<file path="src/rtl/srlfe_pkg.sv">
// Shared types, constants and divider step functions for the serial RGB LED frame encoder.
`default_nettype none

package srlfe_pkg;

  localparam int unsigned MAX_PIXELS_DEF = 1024;

  localparam int unsigned PIDX_W   = 16;
  localparam int unsigned CNT_W    = 11;
  localparam int unsigned CHAN_W   = 8;
  localparam int unsigned WORD_W   = 24;
  localparam int unsigned CMP_W    = 17;
  localparam int unsigned REM_W    = 11;
  localparam int unsigned CFG_IDX_W = 3;
  localparam int unsigned CFG_DAT_W = 11;

  // Command codes of an input request.
  localparam logic [1:0] CMD_WRITE = 2'd0;
  localparam logic [1:0] CMD_START = 2'd1;
  localparam logic [1:0] CMD_SLOT  = 2'd2;

  // Configuration register indexes.
  localparam logic [CFG_IDX_W-1:0] REG_PIXEL_COUNT = 3'd0;
  localparam logic [CFG_IDX_W-1:0] REG_BRIGHTNESS  = 3'd1;
  localparam logic [CFG_IDX_W-1:0] REG_GAMMA_EN    = 3'd2;
  localparam logic [CFG_IDX_W-1:0] REG_DUTY_ONE    = 3'd3;
  localparam logic [CFG_IDX_W-1:0] REG_DUTY_ZERO   = 3'd4;
  localparam logic [CFG_IDX_W-1:0] REG_LATCH_SLOTS = 3'd5;

  // Reset values of the configuration registers.
  localparam logic [CNT_W-1:0]  RST_PIXEL_COUNT = 11'd64;
  localparam logic [7:0]        RST_BRIGHTNESS  = 8'd255;
  localparam logic              RST_GAMMA_EN    = 1'b0;
  localparam logic [7:0]        RST_DUTY_ONE    = 8'd57;
  localparam logic [7:0]        RST_DUTY_ZERO   = 8'd28;
  localparam logic [7:0]        RST_LATCH_SLOTS = 8'd48;

  localparam logic [7:0] GAMMA_G = 8'hB0;
  localparam logic [7:0] GAMMA_B = 8'hF0;

  // The brightness divisor is 256 / (brightness + 1); 256 padded to an even width.
  localparam logic [9:0] BDV_DIVIDEND = 10'h100;

  // Two quotient bits are resolved per step.
  localparam int unsigned MOD_STEPS = PIDX_W / 2;
  localparam int unsigned BDV_STEPS = 10 / 2;
  localparam int unsigned CH_STEPS  = CHAN_W / 2;

  localparam logic [4:0] BIT_LAST = 5'd23;

  typedef struct packed {
    logic [1:0]        cmd;
    logic [PIDX_W-1:0] pixel_index;
    logic [7:0]        red;
    logic [7:0]        green;
    logic [7:0]        blue;
  } in_t;

  typedef struct packed {
    logic [7:0] duty;
    logic       slot_valid;
    logic       frame_end;
    logic       start_refused;
    logic       busy_res;
  } out_t;

  typedef struct packed {
    logic load;
    logic clr_step;
    logic mod_step;
    logic bdv_step;
    logic ch_step;
    logic store_wr;
    logic slot_rd;
    logic res_load;
  } ctl_cmd_t;

  typedef struct packed {
    logic clr_done;
    logic out_free;
  } ctl_sts_t;

  // One restoring division step: returns the quotient bit over the new remainder.
  function automatic logic [REM_W:0] div_bit(input logic [REM_W-1:0] rem,
                                             input logic             din,
                                             input logic [REM_W-1:0] dvs);
    logic [REM_W:0] t;
    t = {rem, din};
    if (t >= {1'b0, dvs}) begin
      div_bit = {1'b1, REM_W'(t - {1'b0, dvs})};
    end else begin
      div_bit = {1'b0, t[REM_W-1:0]};
    end
  endfunction

  // Two chained steps: two quotient bits, most significant first, over the remainder.
  function automatic logic [REM_W+1:0] div_two(input logic [REM_W-1:0] rem,
                                               input logic [1:0]       din,
                                               input logic [REM_W-1:0] dvs);
    logic [REM_W:0] s1;
    logic [REM_W:0] s2;
    s1 = div_bit(rem, din[1], dvs);
    s2 = div_bit(s1[REM_W-1:0], din[0], dvs);
    div_two = {s1[REM_W], s2[REM_W], s2[REM_W-1:0]};
  endfunction

endpackage

`default_nettype wire

</file>
<file path="src/rtl/srlfe_ctrl.sv">
// Controller state machine that sequences clearing, pixel writes, slot reads and results.
`default_nettype none

module srlfe_ctrl (
  input  wire logic               clk,
  input  wire logic               rst_n,
  input  wire logic               in_valid,
  input  wire logic [1:0]         in_cmd,
  output logic                    in_stall,
  output srlfe_pkg::ctl_cmd_t     cmd,
  input  wire srlfe_pkg::ctl_sts_t sts
);
  import srlfe_pkg::*;

  localparam logic [2:0] S_CLEAR  = 3'd0;
  localparam logic [2:0] S_IDLE   = 3'd1;
  localparam logic [2:0] S_MOD    = 3'd2;
  localparam logic [2:0] S_CHDIV  = 3'd3;
  localparam logic [2:0] S_STORE  = 3'd4;
  localparam logic [2:0] S_READ   = 3'd5;
  localparam logic [2:0] S_RESULT = 3'd6;

  logic [2:0] state_r, state_nxt;
  logic [2:0] step_r, step_nxt;

  always_comb begin
    state_nxt = state_r;
    step_nxt  = step_r;
    cmd       = '0;
    in_stall  = 1'b1;
    unique case (state_r)
      S_CLEAR: begin
        cmd.clr_step = !sts.clr_done;
        if (sts.clr_done) begin
          state_nxt = S_IDLE;
        end
      end
      S_IDLE: begin
        in_stall = 1'b0;
        if (in_valid) begin
          cmd.load = 1'b1;
          step_nxt = '0;
          unique case (in_cmd)
            CMD_WRITE: state_nxt = S_MOD;
            CMD_SLOT:  state_nxt = S_READ;
            default:   state_nxt = S_RESULT;
          endcase
        end
      end
      S_MOD: begin
        cmd.mod_step = 1'b1;
        cmd.bdv_step = (step_r < 3'(BDV_STEPS));
        if (step_r == 3'(MOD_STEPS - 1)) begin
          step_nxt  = '0;
          state_nxt = S_CHDIV;
        end else begin
          step_nxt = step_r + 3'd1;
        end
      end
      S_CHDIV: begin
        cmd.ch_step = 1'b1;
        if (step_r == 3'(CH_STEPS - 1)) begin
          step_nxt  = '0;
          state_nxt = S_STORE;
        end else begin
          step_nxt = step_r + 3'd1;
        end
      end
      S_STORE: begin
        cmd.store_wr = 1'b1;
        state_nxt    = S_RESULT;
      end
      S_READ: begin
        cmd.slot_rd = 1'b1;
        state_nxt   = S_RESULT;
      end
      S_RESULT: begin
        if (sts.out_free) begin
          cmd.res_load = 1'b1;
          state_nxt    = S_IDLE;
        end
      end
      default: begin
        state_nxt = S_IDLE;
      end
    endcase
  end

  always_ff @(posedge clk) begin
    if (!rst_n) begin
      state_r <= S_CLEAR;
      step_r  <= '0;
    end else begin
      state_r <= state_nxt;
      step_r  <= step_nxt;
    end
  end

endmodule

`default_nettype wire

</file>
<file path="config.mk">
export PLATFORM = sky130hd
export DESIGN_NAME = srlfe_ctrl
export DESIGN_NICKNAME = d
export VERILOG_FILES = /design/src/rtl/srlfe_pkg.sv /design/src/rtl/srlfe_ctrl.sv
export SDC_FILE = /design/constraint.sdc
export NUM_CORES = 1
export LEC_CHECK = 0
export BUFFER_PORTS_ARGS = -buffer_cell sky130_fd_sc_hd__buf_2
export CORE_AREA = 2 2 39 41
export DETAILED_ROUTE_END_ITERATION = 16
export DIE_AREA = 0 0 41 43
export HOLD_SLACK_MARGIN = 0.12
export SYNTH_ARGS = -nofsm -noshare
export SYNTH_HDL_FRONTEND = slang
export SYNTH_SLANG_ARGS = --single-unit
</file>
<file path="constraint.sdc">
create_clock -name clk -period 3.8 [get_ports clk]
set_clock_uncertainty 0.15 [all_clocks]
set_input_delay 0.38 -clock clk [delete_from_list [all_inputs] [get_ports clk]]
set_output_delay 0.38 -clock clk [all_outputs]
set_load 0.05 [all_outputs]
</file>
After elaboration in Yosys (flattened, before gate mapping) --
Cells that the tools add are included. W data, S select, Z words.
Storage, ports and cells: bits in registers 6, input port bits 7, output and inout port bits 9, word-level logic and storage cells 46
Operators by class: $add $sub $neg 1, magnitude comparators 1, eq/ne operators 14, muxes and demuxes 21, reductions and logical operators 7
Operators by type and width (count):
- $mux W3 | 8
- $pmux W3 S6 | 1
- $eq A3 B3 Y1 const B | 4
- $ne A2 B2 Y1 const B | 5
- $eq A3 B2 Y1 const B | 3
- $mux W1 | 9
- $pmux W3 S3 | 1
- $pmux W3 S2 | 1
- $reduce_and A5 Y1 | 1
- $add A3 B1 Y3 const B | 1
- $eq A3 B1 Y1 const B | 1
- $logic_not A3 Y1 | 1
- $lt A3 B3 Y1 const B | 1
- $reduce_bool A3 Y1 | 1
- $eq A2 B2 Y1 const B | 1
- $logic_not A2 Y1 | 1
- $mux W2 | 1
- $reduce_and A2 Y1 | 1
- $reduce_or A2 Y1 | 1
- $logic_not A1 Y1 | 1

Longest topological paths before layout --
depth in word-level cells 4, mapped depth 7

Worst setup path before layout --
No wires, ideal clock.
path type reg2out, start point reg state_r[2], end point out cmd[6] in the netlist's numbering, arrival time 2.174 ns, setup slack 1.096 ns, cell stages (with the launch flop) 3, buffers on the path 1, path through dfxtp_1 > buf_2 > nor4_1
RTL lines:
- from (decl) | line srlfe_ctrl.sv:23 | logic [2:0] state_r, state_nxt;
- from (signal assigned) | line srlfe_ctrl.sv:94 | state_r <= state_nxt;
- to (decl) | line srlfe_ctrl.sv:10 | output srlfe_pkg::ctl_cmd_t cmd,

==> results.toml <==
[grt]
grt_first_pass_wirelength_um = 1520
grt-ovfl-total = 0
grt_antenna_before_repair = 0
grt_start_max_net_pins = 22
grtUsageTotal_pct = 12.9
grt_pass1_vias = 346

[synth]
syn_area_um2 = 504
synthTopCellsByCount = "6 x dfxtp_1, 4 x nand2_1, 4 x nor2b_1"
syn_inst = 61
synth.top_cells.by_area = "dfxtp_1 24%, ha_1 7.4%, nor2b_1 5.0%, and2_1 3.7%, and3_1 3.7%"
syn-num-nets = 71
ys_seq_elements = 6
synth_cell_types = 31
syn_area_per_cell_um2 = 8.27
yosysMostFrequentCell = "dfxtp_1"
synth-seq-area-share_pct = 23.8
synth.top_cell.area_share_pct = 23.8
synth-edff-count = 0
synthFlopType = "dfxtp_1"
synthArstFlopShare_pct = 0
yosysWarningCount = 0
yosysTopAreaCell = "dfxtp_1"

[floorplanning]
dieWidth_um = 41
ioPinCount = 16
die_area_um2 = 1760
core_area_um2 = 1380
die_h_um = 43
core.rowCount = 14
start_util_pct = 36.4

[critical_path]
path_class = "reg2out"
worstSetupEndpointType = "output port"
cp.required_ns = 3.27
start_kind = "register"
rrSetupSlack_ns = 1.84
cp_top_family = "flip-flops"
crit_fanout = 21
crit_slowest_cell = "dfxtp_1"
slowest_delay_ns = 0.50
arrival_ns = 1.52
cp_cell_sequence = "nor4_1 > buf_2"
path_buf_inv = 1

[placement]
place_inst = 88
dp_hpwl_um = 762
io_buffers = 15
gp_congestion = 0.734
dpl_worst_slack_ns = 1.83
place_area_um2 = 573

[clocking]
clockBufferDepth = 2
clk_pin_slew_worst_paths_ns = 0.05
htreeDepth = 1
insertion_delay_ns = 0.24
hold_buffers = 0
post_cts_buffers = 0
cts.sinks = 6
cts_tree = "yes"
cts_buffers = 3
cts.repair.resized = 0
root_buffer = "clkbuf_4"

[timing]
setup_slack_ns = 1.75
fin_crit_sh_pct = 54.0
max_freq_mhz = 487
rsz0062_at_grt = "false"
max_slew_margin_pct = 57.6
period_minus_slack_ns = 2.05
setup_viol = 0
finalSetupTns_ns = 0
slew_violations = 0
hold_violations = 0
tightest_slew_ns = 0.635

[route]
wl_per_cell_um = 11.2
routed_wl_um = 1020
ant_nets = 0
drc = 0
viasPerCell = 5.11
first_pass_iters = 4
vias = 465
drtIter0Drc = 13

[pwr]
p_leak_nw = 0.283
p_seq_share_pct = 28.2
intPower_mw = 0.217
p_sw_share_pct = 55.6
clockPowerShare_pct = 11.8
p_per_area_nw_per_um2 = 821
combPwrFrac_pct = 59.9
power_mw = 0.489
p_sw_mw = 0.272
vdd_ir_drop_max_mv = 0.321

[finish]
drive_gt1_share_pct = 28.0
syn_to_final_growth_pct = 18.1
finalInstanceArea_um2 = 596
finalNetCount = 87
final_cells = 91
diodes = 0

[worst_hold_path]
worst_hold_path_type = "in2reg"

[flow_run]
maxCapViolations = 0

[outcome]
status = "finished clean"
stage by stage:
stage	hold slack [ns]	utilization, %
floorplan	0.352	-
global placement	0.445	41.4
detailed placement	0.441	41.4
CTS	0.253	43.0
global route	0.282	43.0
finish	0.259	43.0
logic make-up (layout without fill, tap and decap cells):
logic type | count (synthesis) | in the layout | share of synthesized area [%]
AOI/OAI and AO/OA | 17 | 17 | 25.1
xor gates and xnor gates | 1 | 1 | 1.74
adders and majority gates | 3 | 3 | 7.44
buffers and inverters | 7 | 21 | 7.44
DFF | 6 | 6 | 23.8
muxes | 2 | 2 | 4.96
and+or+nand+nor | 25 | 25 | 29.5
metal layers:
metal  wire, µm  global-route usage, %  vias up
met1        494                   16.8      197
met4         21                   10.0        0
met2        431                   17.2       15
met3         69                   3.14        2
li1           -                      -      251
met5          0                      0        -
registers in the layout, summed over array words and instances, names as in the netlist:
name and flops:
state_r 3, step_r 3
path summary, 6_finish.rpt:
kind,end,start,cells past startpoint
hold / removal,step_r[2],rst_n,2
setup reg to reg,state_r[0],state_r[0],4
setup / recovery,cmd[6],state_r[0],2
hold reg to reg,step_r[0],step_r[0],2
final cells by class:
class / count / area (µm²)
clock buffers: 3 / 22.5
fillers: 156 / 788
well taps: 16 / 20.0
flip-flops and latches: 6 / 120
inverters: 3 / 11.3
repair buffers: 15 / 75.1
multi-input cells: 48 / 347
power by group through the flow:
stage / Clock (mW) / Combinational [mW] / Sequential [mW]
after floorplan: 0 / 0.291 / 0.0979
after global placement: 0 / 0.297 / 0.138
after detailed placement: 0 / 0.293 / 0.139
after CTS: 0.0618 / 0.295 / 0.138
after global routing: 0.0652 / 0.312 / 0.145
final: 0.0579 / 0.293 / 0.138
placed cells by master, fill, tap and decap left out:
master,count
mux2_4,1
and3_1,3
a22oi_1,1
dfxtp_1,6
nor3_1,2
nor2b_1,4
o32ai_2,1
a2111oi_0,1
o21a_1,1
o2bb2ai_1,1
xor2_1,1
nand2b_1,2
a21oi_1,3
nor2_1,3
a21boi_0,1
nand2_1,4
inv_1,3
clkbuf_4,3
a211oi_1,1
o31ai_1,1
o21ai_0,3
a21o_1,2
or3b_1,1
ha_1,3
a2111oi_1,1
mux2i_1,1
nor4_1,1
and2_1,3
nor3b_1,1
nor4b_2,1
buf_2,15
No activity file was read; power rests on OpenSTA's default activity.
